==> src/rtl/core/grid_bilinear_interpolator_unit_assert.svh <==
// Assertion macros for the grid bilinear interpolator.
// Expects clk and rst_n in the including scope.
`ifndef GRID_BILINEAR_INTERPOLATOR_UNIT_ASSERT_SVH
`define GRID_BILINEAR_INTERPOLATOR_UNIT_ASSERT_SVH

// same-cycle implication
`define GBI_ASSERT_NOW(label, ante, cons) \
    label: assert property (@(posedge clk) disable iff (!rst_n) (ante) |-> (cons)) \
        else $error("gbi assertion failed");

// next-cycle implication
`define GBI_ASSERT_NEXT(label, ante, cons) \
    label: assert property (@(posedge clk) disable iff (!rst_n) (ante) |=> (cons)) \
        else $error("gbi assertion failed");

`endif

==> src/rtl/core/gbi_pkg.sv <==
// Shared widths, defaults and control types of the grid bilinear interpolator.
// No dependencies.
package gbi_pkg;

    localparam int IDX_W          = 14;
    localparam int DATA_W         = 32;
    localparam int WGT_W          = 18;
    localparam int SIZE_W         = 8;
    localparam int MAX_WIDTH_DEF  = 128;
    localparam int MAX_HEIGHT_DEF = 128;

    typedef struct packed {
        logic clear;
        logic data_vld;
    } mac_ctrl_t;

endpackage

==> src/rtl/core/gbi_mac.sv <==
// Shared multiplier and accumulator for the four weighted samples,
// with round half up and saturation to Q16.16. Depends on gbi_pkg.
module gbi_mac (
    input  logic                              clk,
    input  logic                              rst_n,
    input  gbi_pkg::mac_ctrl_t                ctrl,
    input  logic signed [gbi_pkg::DATA_W-1:0] sample,
    input  logic signed [gbi_pkg::WGT_W-1:0]  weight,
    output logic signed [gbi_pkg::DATA_W-1:0] result
);

    localparam int DW    = gbi_pkg::DATA_W;
    localparam int PW    = gbi_pkg::DATA_W + gbi_pkg::WGT_W;
    localparam int AW    = PW + 2;
    localparam int RW    = AW + 1;
    localparam int FRAC  = 16;
    localparam int QW    = RW - FRAC;

    logic signed [PW-1:0] prod_reg;
    logic                 prod_vld_reg;
    logic signed [AW-1:0] acc_reg;
    logic signed [RW-1:0] rnd;
    logic signed [QW-1:0] quo;

    always_ff @(posedge clk or negedge rst_n)
    begin
        if (!rst_n)
        begin
            prod_vld_reg <= 1'b0;
        end
        else
        begin
            prod_vld_reg <= ctrl.data_vld && !ctrl.clear;
        end
    end

    always_ff @(posedge clk)
    begin
        if (ctrl.data_vld)
        begin
            prod_reg <= sample * weight;
        end
        if (ctrl.clear)
        begin
            acc_reg <= '0;
        end
        else if (prod_vld_reg)
        begin
            acc_reg <= acc_reg + AW'(prod_reg);
        end
    end

    // floor((acc + 2^15) / 2^16)
    assign rnd = RW'(acc_reg) + RW'(1 << (FRAC - 1));
    assign quo = rnd[RW-1:FRAC];

    always_comb
    begin
        if (quo[QW-1:DW-1] == {(QW-DW+1){quo[QW-1]}})
        begin
            result = quo[DW-1:0];
        end
        else if (quo[QW-1])
        begin
            result = {1'b1, {(DW-1){1'b0}}};
        end
        else
        begin
            result = {1'b0, {(DW-1){1'b1}}};
        end
    end

endmodule
==> config.mk <==
export PLATFORM = sky130hd
export DESIGN_NAME = gbi_mac
export DESIGN_NICKNAME = d
export VERILOG_FILES = /design/src/rtl/core/grid_bilinear_interpolator_unit_assert.svh /design/src/rtl/core/gbi_pkg.sv /design/src/rtl/core/gbi_mac.sv
export SDC_FILE = /design/constraint.sdc
export NUM_CORES = 2
export LEC_CHECK = 0
export ABC_AREA = 1
export BUFFER_PORTS_ARGS = -buffer_cell sky130_fd_sc_hd__buf_2
export CAP_MARGIN = 10
export CORE_MARGIN = 4
export CORE_UTILIZATION = 44
export CTS_BUF_LIST = sky130_fd_sc_hd__clkbuf_16
export DETAILED_ROUTE_END_ITERATION = 7
export PLACE_DENSITY = 0.67
export RECOVER_POWER = 25
export REMOVE_ABC_BUFFERS = 1
export SYNTH_ARGS = -nofsm -noshare
export SYNTH_HDL_FRONTEND = slang
export SYNTH_SLANG_ARGS = --single-unit
==> constraint.sdc <==
create_clock -name clk -period 2.9 [get_ports clk]
set_input_delay 0.145 -clock clk [delete_from_list [all_inputs] [get_ports clk]]
set_output_delay 0.145 -clock clk [all_outputs]
set_load 0.01 [all_outputs]
Word level (Yosys, flattened, before mapping)
Cells that the tools add are included.
{"block": "word_totals", "ff_bits": 103, "inputBits": 54, "output_inout_bits": 32, "elab_cells": 11}
{"block": "classes", "n_addsub": 2, "multipliers": 1, "n_eq_ne": 1, "mux": 2, "reduce_logical": 2}
{"cell": "$mux 32", "count": 2}
{"cell": "$add 52x17->53 const B", "count": 1}
{"cell": "$add 52x50->52", "count": 1}
{"cell": "$mul 32x18->50", "count": 1}
{"cell": "$eq 5x5->1", "count": 1}
{"cell": "$logic_and 1x1->1", "count": 1}
{"cell": "$logic_not 1->1", "count": 1}

Longest topological paths before layout
{"block": "logic_depth", "depth_word": 3, "ltp_mapped": 28, "depth_no_buf": 26}

Worst setup path after synthesis
Ideal clock, no wire load.
{"block": "synth_timing", "kind": "in2reg", "startpoint": "input sample[31] (netlist bit)", "endpoint": "register prod_reg[48] (data pin)", "arrival_ps": 5427, "required_time_ps": 2642, "slack_ps": -2785, "stages": 24, "n_path_buf": 2, "cell_sequence": "clkbuf_1 > clkbuf_1 > nand2_1 > fa_1 > inv_1 > fa_1 > inv_1 > fa_1 > fa_1 > inv_1 > fa_1 > inv_1 > fa_1 > inv_1 > ha_1 > nand2_1 > inv_1 > nand3_1 > inv_1 > a21oi_1 > o21ai_0 > a21oi_1 > nand3_1 > xor2_1"}
{"block": "synth_between", "elab_chain_len": 1}
{"item": "from (decl)", "line_no": "gbi_mac.sv:7", "text": "input logic signed [gbi_pkg::DATA_W-1:0] sample,"}
{"item": "$mul 32x18->50", "line_no": "gbi_mac.sv:41", "text": "prod_reg <= sample * weight;"}
{"item": "to (signal assigned)", "line_no": "gbi_mac.sv:41"}
{"item": "to (decl)", "line_no": "gbi_mac.sv:19", "text": "logic signed [PW-1:0] prod_reg;"}
No other way between the ends.
A chain may end at the register's enable or synchronous reset.

Worst setup path in the final report
{"block": "layout_timing", "startpoint": "input weight[3] (netlist bit)", "endpoint": "register prod_reg[40] (data pin)"}
{"block": "layout_between", "elab_chain_len": 1}
{"item": "from (decl)", "line_no": "gbi_mac.sv:8", "text": "input logic signed [gbi_pkg::WGT_W-1:0] weight,"}
{"item": "$mul 32x18->50", "line_no": "gbi_mac.sv:41"}
No other way between the ends.

==> flow_summary.html <==
<table>
<tr><th>Metric</th><th>Value</th></tr>
<tr><th colspan="2">Status</th></tr>
<tr><td>Run status</td><td>finished with violations</td></tr>
<tr><td>Violations in the final reports</td><td>capacitance limit, slew limit, setup timing</td></tr>
<tr><th colspan="2">Cells and area</th></tr>
<tr><td>Most common cell after layout, fill and taps aside</td><td>sky130_fd_sc_hd__inv_1</td></tr>
<tr><td>Area grow syn2layout</td><td>28.6%</td></tr>
<tr><td>Commonest cells after routing, fill and taps aside</td><td>1022 x sky130_fd_sc_hd__inv_1, 1007 x sky130_fd_sc_hd__nand2_1, 496 x sky130_fd_sc_hd__fa_1</td></tr>
<tr><td>Ratio of cells with drive above 1 in the final layout</td><td>0.240</td></tr>
<tr><td>Count of nets after finishing</td><td>5322</td></tr>
<tr><td>Largest register FFs</td><td>52</td></tr>
<tr><td>Count of antenna diodes in the layout</td><td>0</td></tr>
<tr><th colspan="2">Floorplanning</th></tr>
<tr><td>Count of boundary I/O pins</td><td>86</td></tr>
<tr><td>Count of standard-cell rows</td><td>95</td></tr>
<tr><td>Die area</td><td>71900 um2</td></tr>
<tr><td>Initial Util</td><td>0.443</td></tr>
<tr><td>Core ar.</td><td>67200 um2</td></tr>
<tr><td>X dimension of the die</td><td>268 um</td></tr>
<tr><td>Die Y</td><td>268 um</td></tr>
<tr><th colspan="2">Worst setup path</th></tr>
<tr><td>Worst setup path category</td><td>input pin to register</td></tr>
<tr><td>Crit path capture type</td><td>register</td></tr>
<tr><td>Setup slack of the worst register-to-register path</td><td>240 ps</td></tr>
<tr><td>Crit path DAT</td><td>5280 ps</td></tr>
<tr><td>Highest fanout seen on the critical path</td><td>5</td></tr>
<tr><td>Startpoint type of the worst setup path</td><td>input pin</td></tr>
<tr><td>Data required, critical path</td><td>3010 ps</td></tr>
<tr><th colspan="2">Timing</th></tr>
<tr><td>Count of final hold-check violations</td><td>0</td></tr>
<tr><td>Final-layout setup total negative slack</td><td>-87200 ps</td></tr>
<tr><td>Transition time of the tightest slew-check pin</td><td>1640 ps</td></tr>
<tr><td>RSZ-0062 raised after global routing</td><td>true</td></tr>
<tr><td>Crit path setup slack, layout</td><td>-2260 ps</td></tr>
<tr><td>Final-report setup violation count</td><td>45</td></tr>
<tr><td>Peak clock frequency supported by timing</td><td>194 MHz</td></tr>
<tr><td>Final Slew Violations</td><td>31</td></tr>
<tr><td>Fin Clk Skew</td><td>11.6 ps</td></tr>
<tr><td>Fraction of the cycle the final worst path needs</td><td>1.78</td></tr>
<tr><td>Final worst path period need</td><td>5160 ps</td></tr>
<tr><td>Final worst hold slack</td><td>105 ps</td></tr>
<tr><td>Worst slew margin</td><td>-0.0954</td></tr>
<tr><th colspan="2">Yosys</th></tr>
<tr><td>Flip-flop cell with the highest count after synthesis</td><td>sky130_fd_sc_hd__dfxtp_1</td></tr>
<tr><td>Number of flops mapped to enable cells by yosys</td><td>50</td></tr>
<tr><td>Syn Inst Count</td><td>4159</td></tr>
<tr><td>Yosys reg bits</td><td>103</td></tr>
<tr><td>Count of unique library cells instantiated by Yosys</td><td>38</td></tr>
<tr><td>Number of warnings issued by yosys</td><td>0</td></tr>
<tr><td>Fraction of registers with async set/reset</td><td>0.00971</td></tr>
<tr><td>Post-Synthesis Cell Area</td><td>29800 um2</td></tr>
<tr><td>Average size of a mapped cell</td><td>7.16 um2</td></tr>
<tr><td>Post-synthesis sequential area ratio</td><td>0.0863</td></tr>
<tr><th colspan="2">Clock tree</th></tr>
<tr><td>Clock net sink count</td><td>103</td></tr>
<tr><td>Clock root buffer master</td><td>sky130_fd_sc_hd__clkbuf_16</td></tr>
<tr><td>Clock tree buffer depth</td><td>2</td></tr>
<tr><td>CTS clock-pin slew for the worst setup and hold paths</td><td>70 ps</td></tr>
<tr><td>CTS tree</td><td>built</td></tr>
<tr><td>H-Tree Depth</td><td>3</td></tr>
<tr><td>Number of buffers created by CTS</td><td>9</td></tr>
<tr><td>Clock insertion delay at the later pin of the skew report</td><td>370 ps</td></tr>
<tr><th colspan="2">Placed design</th></tr>
<tr><td>Last weighted congestion value of the routability-driven placer</td><td>1.04</td></tr>
<tr><td>DP HPWL</td><td>73300 um</td></tr>
<tr><td>Quantity of I/O buffers inserted on ports</td><td>85</td></tr>
<tr><th colspan="2">Detailed routing</th></tr>
<tr><td>Routed via count</td><td>27400</td></tr>
<tr><td>Post-route DRC violation count</td><td>0</td></tr>
<tr><td>First DRT Iteration DRCs</td><td>1864</td></tr>
<tr><td>Routed length per instance</td><td>17.4 um</td></tr>
<tr><td>Initial DRT Pass Iterations</td><td>6</td></tr>
<tr><td>Wire length after detailed routing</td><td>94200 um</td></tr>
<tr><td>Vias per cell</td><td>5.05</td></tr>
<tr><td>Number of routed nets with antenna violations</td><td>0</td></tr>
<tr><th colspan="2">Run</th></tr>
<tr><td>Max Cap Violations</td><td>1</td></tr>
<tr><th colspan="2">GRT</th></tr>
<tr><td>Remaining global-route overflow</td><td>0</td></tr>
<tr><td>Initial antenna violation count</td><td>0</td></tr>
<tr><td>Total routing usage reported by global routing</td><td>0.255</td></tr>
<tr><td>Wire length of the first global-routing pass</td><td>147000 um</td></tr>
<tr><td>Maximum number of pins on one net before global-route repair</td><td>64</td></tr>
<tr><td>Vias in the first global route</td><td>28500</td></tr>
<tr><th colspan="2">Hold path</th></tr>
<tr><td>Hold/Removal Path Class</td><td>input pin to asynchronous set/reset pin</td></tr>
</table>
## cells by family (layout without fill, tap and decap cells)
kind of cell    count (synthesis)  after routing  share of synthesized area
simple gates                 1639           1640                      0.219
buf+inv                      1287           1673                      0.164
fa+ha+maj                     727            727                      0.445
compound gates                300            300                     0.0550
xor+xnor                      103            103                     0.0303
flops                         103            103                     0.0863
## cells in the mapped netlist (2+ instances only)
master	n	area [um2]
sky130_fd_sc_hd__a21boi_0	2	15.0
sky130_fd_sc_hd__a21o_1	14	105
sky130_fd_sc_hd__a21oi_1	140	701
sky130_fd_sc_hd__a31oi_1	9	56.3
sky130_fd_sc_hd__and2_1	3	18.8
sky130_fd_sc_hd__and3_1	6	37.5
sky130_fd_sc_hd__buf_1	12	45.0
sky130_fd_sc_hd__buf_2	9	45.0
sky130_fd_sc_hd__buf_6	3	33.8
sky130_fd_sc_hd__clkbuf_1	123	462
sky130_fd_sc_hd__dfxtp_1	52	1040
sky130_fd_sc_hd__edfxtp_1	50	1500
sky130_fd_sc_hd__fa_1	554	11100
sky130_fd_sc_hd__ha_1	173	2160
sky130_fd_sc_hd__inv_1	1136	4260
sky130_fd_sc_hd__inv_2	3	11.3
sky130_fd_sc_hd__nand2_1	1098	4120
sky130_fd_sc_hd__nand2_2	3	18.8
sky130_fd_sc_hd__nand3_1	97	485
sky130_fd_sc_hd__nand3b_1	3	22.5
sky130_fd_sc_hd__nand4_1	58	363
sky130_fd_sc_hd__nor2_1	335	1260
sky130_fd_sc_hd__nor2_2	2	12.5
sky130_fd_sc_hd__nor3_1	20	100
sky130_fd_sc_hd__nor4_1	7	43.8
sky130_fd_sc_hd__o211ai_1	3	22.5
sky130_fd_sc_hd__o21a_1	6	45.0
sky130_fd_sc_hd__o21ai_0	100	500
sky130_fd_sc_hd__o21bai_1	24	180
sky130_fd_sc_hd__or2_2	5	31.3
sky130_fd_sc_hd__xnor2_1	20	175
sky130_fd_sc_hd__xor2_1	83	727
## what timing repair did
item,4_1_cts,5_1_grt
gates cloned,10,3
setup buffers,62,42
hold endpoints to repair,1,0
gates resized for setup,597,332
endpoints found under the setup margin,53,80
pin swaps,215,200
hold buffers,1,0
## area by class of cell
cell class              count  area [um2]
fillers                  5892       28900
multi-input cells        2770       25000
repair buffers            518        5000
inverters                1139        4290
clock buffers               9         225
flip-flops and latches    103        2590
well taps                 873        1090
clock inverters             7        67.6
## per-layer routing
metal | vias up | GRT usage | part of all wire
met4 | 0 | 0.102 | 0.055
met5 | - | 0 | 0
met1 | 13300 | 0.328 | 0.41
met2 | 926 | 0.447 | 0.49
li1 | 12800 | - | -
met3 | 271 | 0.0225 | 0.051
## metrics by stage
step                setup WS [ps]   util  cell area [um2]  cells
floorplan                   -2480      -            29200   4011
global placement            -2970  0.500            33600   5294
detailed placement          -2990  0.500            33600   5294
CTS                         -2170  0.548            36800   5380
global route                -2430  0.570            38300   5419
finish                      -2260  0.570            38300   5419
## worst max-delay path, stage by stage
cell and delay, ps:
sky130_fd_sc_hd__buf_12 120, sky130_fd_sc_hd__buf_12 120, sky130_fd_sc_hd__buf_8 120, sky130_fd_sc_hd__nand2_2 50, sky130_fd_sc_hd__inv_2 40, sky130_fd_sc_hd__fa_1 530, sky130_fd_sc_hd__inv_2 50, sky130_fd_sc_hd__fa_2 520
sky130_fd_sc_hd__inv_2 40, sky130_fd_sc_hd__fa_1 590, sky130_fd_sc_hd__fa_2 440, sky130_fd_sc_hd__fa_1 530, sky130_fd_sc_hd__inv_2 40, sky130_fd_sc_hd__fa_1 510, sky130_fd_sc_hd__inv_2 50, sky130_fd_sc_hd__ha_4 290
sky130_fd_sc_hd__buf_6 130, sky130_fd_sc_hd__nand2_4 70, sky130_fd_sc_hd__nor2_4 140, sky130_fd_sc_hd__inv_4 60, sky130_fd_sc_hd__nor2_4 110, sky130_fd_sc_hd__and3_4 200, sky130_fd_sc_hd__nand2_2 50, sky130_fd_sc_hd__nand2_2 90
sky130_fd_sc_hd__a21oi_2 80, sky130_fd_sc_hd__xnor2_2 150
## final timing paths
kind | startpoint | end | cells past startpoint
setup / recovery | weight[3] | prod_reg[40]$_DFFE_PP_ | 26
hold / removal | rst_n | prod_vld_reg$_DFF_PN0_ | 2
setup reg to reg | acc_reg[0]$_SDFFE_PP0P_ | acc_reg[30]$_SDFFE_PP0P_ | 15
hold reg to reg | acc_reg[0]$_SDFFE_PP0P_ | acc_reg[0]$_SDFFE_PP0P_ | 2
max in group asynchronous | rst_n | prod_vld_reg$_DFF_PN0_ | 2
min in group clk | ctrl[1] | prod_vld_reg$_DFF_PN0_ | 2
Power is not shown: default switching activity piles up to over one toggle a cycle in this logic, so the estimate is an artifact.
