--- src/rtl/core/grid_bilinear_interpolator_unit_assert.svh ---
// Assertion macros for the grid bilinear interpolator.
// Expects clk and rst_n in the including scope.
`ifndef GRID_BILINEAR_INTERPOLATOR_UNIT_ASSERT_SVH
`define GRID_BILINEAR_INTERPOLATOR_UNIT_ASSERT_SVH

// same-cycle implication
`define GBI_ASSERT_NOW(label, ante, cons) \
    label: assert property (@(posedge clk) disable iff (!rst_n) (ante) |-> (cons)) \
        else $error("gbi assertion failed");

// next-cycle implication
`define GBI_ASSERT_NEXT(label, ante, cons) \
    label: assert property (@(posedge clk) disable iff (!rst_n) (ante) |=> (cons)) \
        else $error("gbi assertion failed");

`endif

--- src/rtl/core/gbi_pkg.sv ---
// Shared widths, defaults and control types of the grid bilinear interpolator.
// No dependencies.
package gbi_pkg;

    localparam int IDX_W          = 14;
    localparam int DATA_W         = 32;
    localparam int WGT_W          = 18;
    localparam int SIZE_W         = 8;
    localparam int MAX_WIDTH_DEF  = 128;
    localparam int MAX_HEIGHT_DEF = 128;

    typedef struct packed {
        logic clear;
        logic data_vld;
    } mac_ctrl_t;

endpackage

--- src/rtl/core/gbi_div.sv ---
// Iterative restoring divider, two quotient bits per cycle.
// Splits a linear cell index into row (quotient) and column (remainder). Depends on gbi_pkg.
module gbi_div (
    input  logic                        clk,
    input  logic                        rst_n,
    input  logic                        start,
    input  logic [gbi_pkg::IDX_W-1:0]   dividend,
    input  logic [gbi_pkg::SIZE_W-1:0]  divisor,
    output logic [gbi_pkg::IDX_W-1:0]   quotient,
    output logic [gbi_pkg::SIZE_W-1:0]  remainder,
    output logic                        busy,
    output logic                        done
);

    localparam int IW    = gbi_pkg::IDX_W;
    localparam int SW    = gbi_pkg::SIZE_W;
    localparam int STEPS = 2;
    localparam int ITER  = (IW + STEPS - 1) / STEPS;
    localparam int CNT_W = $clog2(ITER + 1);

    logic [SW-1:0]    rem_reg, rem_next;
    logic [IW-1:0]    quo_reg, quo_next;
    logic [CNT_W-1:0] cnt_reg;
    logic             busy_reg, done_reg;
    logic [SW:0]      trial;

    always_comb
    begin
        rem_next = rem_reg;
        quo_next = quo_reg;
        trial    = '0;
        for (int s = 0; s < STEPS; s++)
        begin
            trial    = {rem_next, quo_next[IW-1]};
            quo_next = {quo_next[IW-2:0], 1'b0};
            if (trial >= {1'b0, divisor})
            begin
                trial       = trial - {1'b0, divisor};
                quo_next[0] = 1'b1;
            end
            rem_next = trial[SW-1:0];
        end
    end

    always_ff @(posedge clk or negedge rst_n)
    begin
        if (!rst_n)
        begin
            cnt_reg  <= '0;
            busy_reg <= 1'b0;
            done_reg <= 1'b0;
        end
        else if (start)
        begin
            cnt_reg  <= CNT_W'(ITER);
            busy_reg <= 1'b1;
            done_reg <= 1'b0;
        end
        else if (busy_reg)
        begin
            cnt_reg <= cnt_reg - 1'b1;
            if (cnt_reg == CNT_W'(1))
            begin
                busy_reg <= 1'b0;
                done_reg <= 1'b1;
            end
        end
        else
        begin
            done_reg <= 1'b0;
        end
    end

    always_ff @(posedge clk)
    begin
        if (start)
        begin
            rem_reg <= '0;
            quo_reg <= dividend;
        end
        else if (busy_reg)
        begin
            rem_reg <= rem_next;
            quo_reg <= quo_next;
        end
    end

    assign quotient  = quo_reg;
    assign remainder = rem_reg;
    assign busy      = busy_reg;
    assign done      = done_reg;

endmodule

--- config.mk ---
export PLATFORM = sky130hd
export DESIGN_NAME = gbi_div
export DESIGN_NICKNAME = d
export VERILOG_FILES = /design/src/rtl/core/grid_bilinear_interpolator_unit_assert.svh /design/src/rtl/core/gbi_pkg.sv /design/src/rtl/core/gbi_div.sv
export SDC_FILE = /design/constraint.sdc
export NUM_CORES = 1
export LEC_CHECK = 0
export BUFFER_PORTS_ARGS = -buffer_cell sky130_fd_sc_hd__buf_2
export CORE_MARGIN = 2
export CORE_UTILIZATION = 46
export DETAILED_ROUTE_END_ITERATION = 12
export GPL_TIMING_DRIVEN = 1
export PLACE_DENSITY = 0.74
export SKIP_LAST_GASP = 1
export SLEW_MARGIN = 5
export SYNTH_ARGS = -nofsm -noshare
export SYNTH_HDL_FRONTEND = slang
export SYNTH_SLANG_ARGS = --single-unit
--- constraint.sdc ---
create_clock -name clk -period 4.4 [get_ports clk]
set_clock_uncertainty 0.2 [all_clocks]
set_input_delay 0.44 -clock clk [delete_from_list [all_inputs] [get_ports clk]]
set_output_delay 0.44 -clock clk [all_outputs]
set_load 0.02 [all_outputs]
Word level (Yosys, flattened, before mapping):

Cells that the tools add are included.

* bits in registers: 27
* bits of input ports: 25

* magnitude comparators: 2
* reductions and logical operators: 1
* $add $sub $neg: 3
* multiplexer cells: 14
* equality and inequality tests: 2

Operators with widths (count)
* 14-bit two-way mux: 2
* 9-bit by 8-bit greater-or-equal comparator with 1-bit output: 2
* 8-bit two-way mux: 2
* 8-bit subtractor: 2
* 1-bit two-way mux: 8
* 3-bit two-way mux: 2
* 3-bit by 1-bit equality test with 1-bit output (second input constant): 1
* 3-bit by 2-bit != test with 1-bit output (second input constant): 1
* 3-bit by 1-bit subtractor with 3-bit output (second input constant): 1
* 2-bit nonzero test: 1

Depth between registers and ports, before layout:

Gate-level depths: netlist (run 1).

* word-level depth: 6
* gate-level depth with buffers: 17
* depth with buffers taken out: 16

Worst setup path after synthesis (run 1):

Ideal clock, no wire load.

* path type: input to register
* start: input port divisor[4] (netlist bit)
* end: register rem_reg[1], in the netlist remainder[1]
* stages on the path: 16
* slack: 0.577 ns
* required time: 4.134 ns
* path buffers: 1
* data arrival time: 3.557 ns
* setup time: 0.066 ns
* cell sequence: inv_1 ha_1 a21oi_2 o21ai_2 a221oi_4 buf_2 nand2_1 o21ai_0 ha_1 a21oi_1 o21ai_0 a21o_1 a21oi_1 o21ai_4 a221o_1 a21oi_2

* cells in the longest elaborated chain, start to end: 4

Ends and longest elaborated chain
* start: declaration: line gbi_div.sv:8 `input logic [gbi_pkg::SIZE_W-1:0] divisor,`
* 9-bit by 8-bit greater-or-equal comparator with 1-bit output / 8-bit subtractor (equally long branches): line gbi_div.sv:36, gbi_div.sv:38
* 8-bit two-way mux: line gbi_div.sv:36 `if (trial >= {1'b0, divisor})`
* 8-bit subtractor / 9-bit by 8-bit greater-or-equal comparator with 1-bit output (equally long branches): line gbi_div.sv:38, gbi_div.sv:36
* 8-bit two-way mux *: line gbi_div.sv:36
* end signal: assignment: line gbi_div.sv:83 `rem_reg <= rem_next;`
* end: declaration: line gbi_div.sv:21 `logic [SW-1:0] rem_reg, rem_next;`

Every way passes the cells marked *; elsewhere a longest branch is shown, timed or not.
A chain may end at the register's enable or synchronous reset.

Worst setup path in the final report (run 1):

* start: register rem_reg[3], in the netlist remainder[3]
* end: register rem_reg[1], in the netlist remainder[1]

* cells in the longest elaborated chain, start to end: 4

Ends and longest elaborated chain (line)
* 9-bit by 8-bit greater-or-equal comparator with 1-bit output / 8-bit subtractor (equally long branches): gbi_div.sv:36, gbi_div.sv:38
* 8-bit two-way mux *: gbi_div.sv:36
* 8-bit subtractor / 9-bit by 8-bit greater-or-equal comparator with 1-bit output (equally long branches): gbi_div.sv:38, gbi_div.sv:36
* 8-bit two-way mux *: gbi_div.sv:36

Marked as above.

==> results of run 1 <==
metal layers:
layer	part of all wire, %	wire length, microns
met5	0	0
met3	6.7	287
met1	47	2020
met2	46	1950
met4	0.44	19
cell usage after synthesis (all sizes together):
library cell  number  area [sq um]
a221oi             1          26.3
ha                18           225
a21o               5          37.5
a21oi             16          91.3
inv               21          78.8
xnor2              9          78.8
nand2             17          66.3
and3               1          6.26
nor2b              5          38.8
nor2              12          45.0
nand3              2          10.0
nand2b             5          31.3
edfxtp            14           420
a221o              2          20.0
fa                 2          40.0
o311a              1          10.0
and2               1          6.26
mux2              14           158
mux2i              6          60.1
a22o               3          26.3
o21bai             2          15.0
a21boi             1          7.51
or2                2          12.5
o21a               1          7.51
buf                6          27.5
dfxtp              8           160
a2111oi            1          27.5
nor3               1          5.00
or2b               1          7.51
o21ai             16          95.1
xor2               2          17.5
dfrtp              5           125
clkbuf             1          3.75
a211oi             8          72.6
area by class of cell:
type	count	area (sq um)	area share, %
Clock inverter	1	7.51	0.313
Tap cell	52	65.1	2.71
Multi-Input combinational cell	155	1240	51.8
Clock buffer	3	41.3	1.72
Sequential cell	27	706	29.4
Inverter	21	78.8	3.28
Timing Repair Buffer	50	258	10.7
power by group:
part / switching [uW] / internal (uW) / leakage, uW
sequential: 57.2 / 336 / 0.000267
clock: 80.0 / 64.3 / 0.0000217
combinational: 651 / 531 / 0.000846
worst max-delay path, cell delays in order, from the launching register on:
cell,delay [ns]
dfxtp_1,0.42
ha_1,0.31
a21oi_2,0.20
o21ai_2,0.11
a221oi_4,0.42
buf_4,0.24
nand2_1,0.06
o21ai_0,0.08
ha_1,0.31
a21oi_1,0.17
o21ai_0,0.13
a21o_1,0.18
a21oi_1,0.33
o21ai_4,0.20
a221o_1,0.40
a21oi_2,0.12
how the worst min path moves through the flow:
stage                start                     to  slack (ns)  depth (start not counted)
3_3_place_gp         rst_n       done$_DFFE_PN0P_        0.06                          1
5_1_grt        dividend[9]  quotient[9]$_DFFE_PP_        0.25                          2
3_5_place_dp         rst_n         busy$_DFF_PN0_        0.06                          1
4_1_cts        dividend[9]  quotient[9]$_DFFE_PP_        0.26                          2
6_report       dividend[2]  quotient[2]$_DFFE_PP_        0.26                          2
2_1_floorplan        rst_n         busy$_DFF_PN0_       -0.06                          0
timing repair:
item	CTS	global route
endpoints found under the hold margin	5	0
hold buffers	1	0
gates resized for setup	0	0
per-stage QoR:
step                hold slack [ns]  total power [uW]
floorplan                   -0.0556              1320
global placement             0.0619              1550
detailed placement           0.0615              1560
CTS                           0.256              1720
global route                  0.251              1850
finish                        0.265              1720
cell families after synthesis:
family                   after synthesis
buffers and inverters                 28
flip-flops                            27
adder cells (fa/ha/maj)               20
AND/OR/NAND/NOR                       47
multiplexers                          20
XOR/XNOR                              11
AO/OA/AOI/OAI                         57
==> flow_summary_export.csv, run 1 <==
group,metric,value,unit
status,outcome,"completed",
detailed_routing,ant_nets,0,
placement,place_area,2340,sq um
cells_and_area,nFillCells,412,
setup_path,end_kind,"flop",
cells_and_area,layoutNonFillerInstCount,309,
die,ioPinCount,49,
die,initial_core_util,47.7,%
synth,synth-simple-area-share,11.1,%
sta,max_freq,253,MHz
setup_path,rr_endpoint,"remainder[1]$_SDFFE_PP0P_",
die,rows,24,
die,chipHeight,70.9,microns
cells_and_area,syn_to_final_growth,16.5,%
setup_path,startpoint_type,"flop",
synth,synthAdderAreaFrac,12.9,%
sta,finalMaxSlewViolations,0,
global_routing,grt_util_met1,24.1,%
setup_path,r2r-start,"remainder[3]$_SDFFE_PP0P_",
synth,synthXorXnorAreaFrac,4.68,%
die,die_area,5030,sq um
synth,synth_compound_area_share,21.2,%
flow_run,max_cap_viol_count,0,
clocking,cts_root_buf,"clkbuf_8",
cells_and_area,drive_above_1_share,30.7,%
placement,port_buffers,48,
cells_and_area,layout_commonest_cell,"buf_2",
setup_path,r2r_slack,0.45,ns
detailed_routing,vias,1646,
synth,yosysUniqueCellTypes,42,
synth,ys.warnings.count,0,
placement,dp_cells,304,
detailed_routing,viasPerCell,5.33,
global_routing,track_usage,17.7,%
power,power_density,716,nW/um^2
global_routing,antenna_found_initial,0,
clocking,htree_levels,1,
global_routing,grt_pass1_vias,1545,
sta,maxSlewHeadroom,58.8,%
global_routing,grt.busiest_layer,"met2",
global_routing,use_met2,29.6,%
synth,ys_seq_area_share,34.2,%
setup_path,endpoint,"remainder[1]$_SDFFE_PP0P_",
cells_and_area,final_area,2400,sq um
setup_path,cp-startpoint,"remainder[3]$_SDFFE_PP0P_",
die,die_w,70.9,microns
detailed_routing,wl,4.28,mm
global_routing,use_met3,4.56,%
clocking,cts_sinks,27,
sta,period_share,89.7,%
cells_and_area,nets,303,
sta,setup_viol,0,
synth,netlist_instances,210,
clocking,cts_buffer_depth,2,
placement,gp_congestion,0.895,
synth,synthesis.area,2060,sq um
clocking,worstSkewPairLatency,0.27,ns
placement,place_hpwl,3.41,mm
clocking,cts_tree,"done",
power,power.leakage,0.00113,uW
global_routing,grt_pass1_wl,7.25,mm
detailed_routing,wl_per_cell,13.9,microns
synth,syn_area_per_cell,9.81,sq um
die,core_area,4320,sq um
detailed_routing,drc_errors,0,
sta,fin_setup_tns,0,ns
clocking,cts_made_buffers,3,
clocking,cts_setup_buffers,0,
global_routing,grt.overflow.total,0,
detailed_routing,firstDrtPassIters,4,
setup_path,critPathArrivalTime,3.96,ns
synth,muxShareOfSynthArea,10.6,%
setup_path,criticalPathCategory,"reg -> reg",
worst_hold_path,hp-class,"in -> reg",
sta,worst_pin_slew,0.617,ns
global_routing,grt_max_degree,29,
sta,fin_crit,3.95,ns
cells_and_area,final_core_util,55.5,%
setup_path,ff2ff_path_depth,15,
placement,pre_cts_ws,0.262,ns
synth,synth_top_family_by_area,"compound AO/OA/AOI/OAI gates",
detailed_routing,initialDrtViolationCount,90,
synth,ys_seq_elements,27,
cells_and_area,antenna_cells,0,
sta,layout_setup_ws,0.455,ns
setup_path,crit_required,4.41,ns
setup_path,cp_max_fo,10,
cells_and_area,final_cell_mix,"48 x buf_2, 21 x inv_1, 18 x ha_1",
sta,hold_violations,0,
sta,rsz0062_at_grt,"no",
clocking,path_clk_slew,0.10,ns
synth,synth_nets,255,
cells_and_area,largest_reg_flops,14,
power,peakVddDrop,0.291,mV
Power figures use the tool's default switching activity.
==> run 2, diff against run 1 <==
CORE_UTILIZATION = 54   (was 46)
PLACE_DENSITY = unset   (was 0.74)
PLACE_DENSITY_LB_ADDON = 0.2   (was unset)
==> run 2 against run 1 <==
Fmax rose by 0.12%; via count fell by 1.9%; register-to-register slack barely moved; die area fell by 14%; non-clock buffer count did not move; power fell by 1.4%; sequential power fell by 2%; clock-buffer cell count rose by 1; flip-flop and latch count did not move; worst setup slack improved by 0.0046 ns; clock power fell by 3%; hold slack barely moved; critical endpoint unchanged.
==> flow_summary_export.csv, run 2 (synthesized netlist as in run 1, its figures left out) <==
group,metric,value,unit
detailed_routing,drc_errors,0,
die,ioPinCount,49,
global_routing,grt.busiest_layer,"met2",
cells_and_area,nets,303,
detailed_routing,wl_per_cell,13.8,microns
cells_and_area,drive_above_1_share,30.4,%
global_routing,use_met2,36.5,%
cells_and_area,syn_to_final_growth,16.1,%
setup_path,end_kind,"flop",
power,power.leakage,0.00114,uW
clocking,path_clk_slew,0.09,ns
global_routing,track_usage,21.4,%
worst_hold_path,min_to,"quotient[13]$_DFFE_PP_",
power,power.internal,931,uW
cells_and_area,largest_reg_flops,14,
setup_path,crit_required,4.41,ns
setup_path,startpoint_type,"flop",
power,power_frac_seq,22.8,%
detailed_routing,viasPerCell,5.29,
setup_path,critPathArrivalTime,3.95,ns
power,pwr-share-clk,8.2,%
placement,dp_cells,300,
sta,max_freq,254,MHz
cells_and_area,layoutNonFillerInstCount,305,
power,power_density,709,nW/um^2
global_routing,grt_util_met1,27.7,%
power,p_sw_share,45.1,%
placement,gp_congestion,0.818,
die,die_area,4330,sq um
power,post-layout-total-power,1700,uW
power,power_frac_comb,69.0,%
die,chipHeight,65.8,microns
cells_and_area,final_cell_mix,"48 x buf_2, 21 x inv_1, 18 x ha_1",
detailed_routing,vias,1614,
setup_path,rr_endpoint,"remainder[1]$_SDFFE_PP0P_",
clocking,cts_setup_buffers,0,
flow_run,max_cap_viol_count,0,
global_routing,grt.overflow.total,0,
sta,maxSlewHeadroom,60.8,%
worst_hold_path,holdPathStages,2,
sta,hold_violations,0,
die,die_w,65.8,microns
clocking,htree_levels,1,
power,p_switching,764,uW
global_routing,antenna_found_initial,0,
setup_path,r2r-start,"remainder[6]$_SDFFE_PP0P_",
sta,rsz0062_at_grt,"no",
sta,whs,0.265,ns
clocking,worstSkewPairLatency,0.27,ns
sta,worst_pin_slew,0.588,ns
clocking,cts_root_buf,"clkbuf_8",
detailed_routing,firstDrtPassIters,4,
placement,port_buffers,48,
cells_and_area,layout_commonest_cell,"buf_2",
power,peakVddDrop,0.360,mV
worst_hold_path,hp-class,"in -> reg",
global_routing,grt_pass1_wl,7.09,mm
sta,fin_setup_tns,0,ns
clocking,cts_sinks,27,
sta,fin_crit,3.94,ns
clocking,cts_made_buffers,3,
setup_path,ff2ff_path_depth,14,
setup_path,cp_max_fo,10,
setup_path,r2r_slack,0.46,ns
sta,period_share,89.6,%
setup_path,criticalPathCategory,"reg -> reg",
cells_and_area,antenna_cells,0,
sta,finalMaxSlewViolations,0,
die,rows,22,
die,initial_core_util,56.3,%
worst_hold_path,min_from,"dividend[13]",
global_routing,grt_pass1_vias,1598,
detailed_routing,ant_nets,0,
detailed_routing,initialDrtViolationCount,70,
sta,setup_viol,0,
die,core_area,3660,sq um
placement,place_hpwl,3.35,mm
global_routing,use_met3,3.07,%
clocking,cts_buffer_depth,2,
detailed_routing,wl,4.20,mm
clocking,cts_tree,"done",
status,outcome,"completed",
setup_path,cp-startpoint,"remainder[6]$_SDFFE_PP0P_",
global_routing,grt_max_degree,29,
run 2: cell types whose count changed in the layout (fill, tap and decap cells not counted), sizes merged:
cell | before | now
clkinvlp | 1 | 0
clkbuf | 3 | 4
run 2: power groups by stage:
stage                     sequential [uW]  combinational, uW  clock, uW
after floorplan                       451                868          0
after global placement                392               1150          0
after detailed placement              391               1160          0
after CTS                             387               1170        145
after global routing                  395               1290        154
final                                 386               1170        140
run 2: layout make-up:
cell class                 count  area, sq um
clock buffer                   4         45.0
fill                         320         1270
inverter                      21         78.8
multi-input combinational    155         1240
sequential                    27          706
tap                           48         60.1
timing repair buffer          50          258
run 2: worst max-delay path by stage:
stage	endpoint	slack, ns	cells past startpoint
2_1_floorplan	remainder[1]$_SDFFE_PP0P_	0.58	16
3_3_place_gp	remainder[1]$_SDFFE_PP0P_	0.31	17
3_5_place_dp	remainder[1]$_SDFFE_PP0P_	0.26	17
4_1_cts	remainder[1]$_SDFFE_PP0P_	0.49	14
5_1_grt	remainder[1]$_SDFFE_PP0P_	0.17	15
6_report	remainder[1]$_SDFFE_PP0P_	0.46	14
run 2: repair_timing:
action,CTS,global route
setup endpoints to repair,0,0
resized for setup,0,0
hold endpoints to repair,5,0
hold buffers,1,0
run 2: stage by stage:
step | setup slack [ns] | cell area, sq um | utilization (%)
finish | 0.460 | 2390 | 65.3
CTS | 0.490 | 2390 | 65.3
global route | 0.173 | 2390 | 65.3
detailed placement | 0.262 | 2340 | 63.8
floorplan | 0.577 | 2060 | -
global placement | 0.308 | 2340 | 63.8
run 2: layer usage:
layer | vias up | wire [microns]
met4 | 0 | 41
met1 | 738 | 1900
met5 | - | 0
met3 | 4 | 144
li1 | 837 | -
met2 | 35 | 2120
run 2: worst max-delay path: stages (launching register included):
cell,delay (ns)
dfxtp_1,0.37
ha_1,0.42
inv_1,0.09
nor3_1,0.37
a221oi_4,0.16
buf_4,0.20
o21ai_0,0.34
ha_1,0.33
nand2_1,0.06
o21ai_0,0.12
a21o_1,0.18
a21oi_1,0.32
o21ai_4,0.19
a221o_1,0.39
a21oi_2,0.12
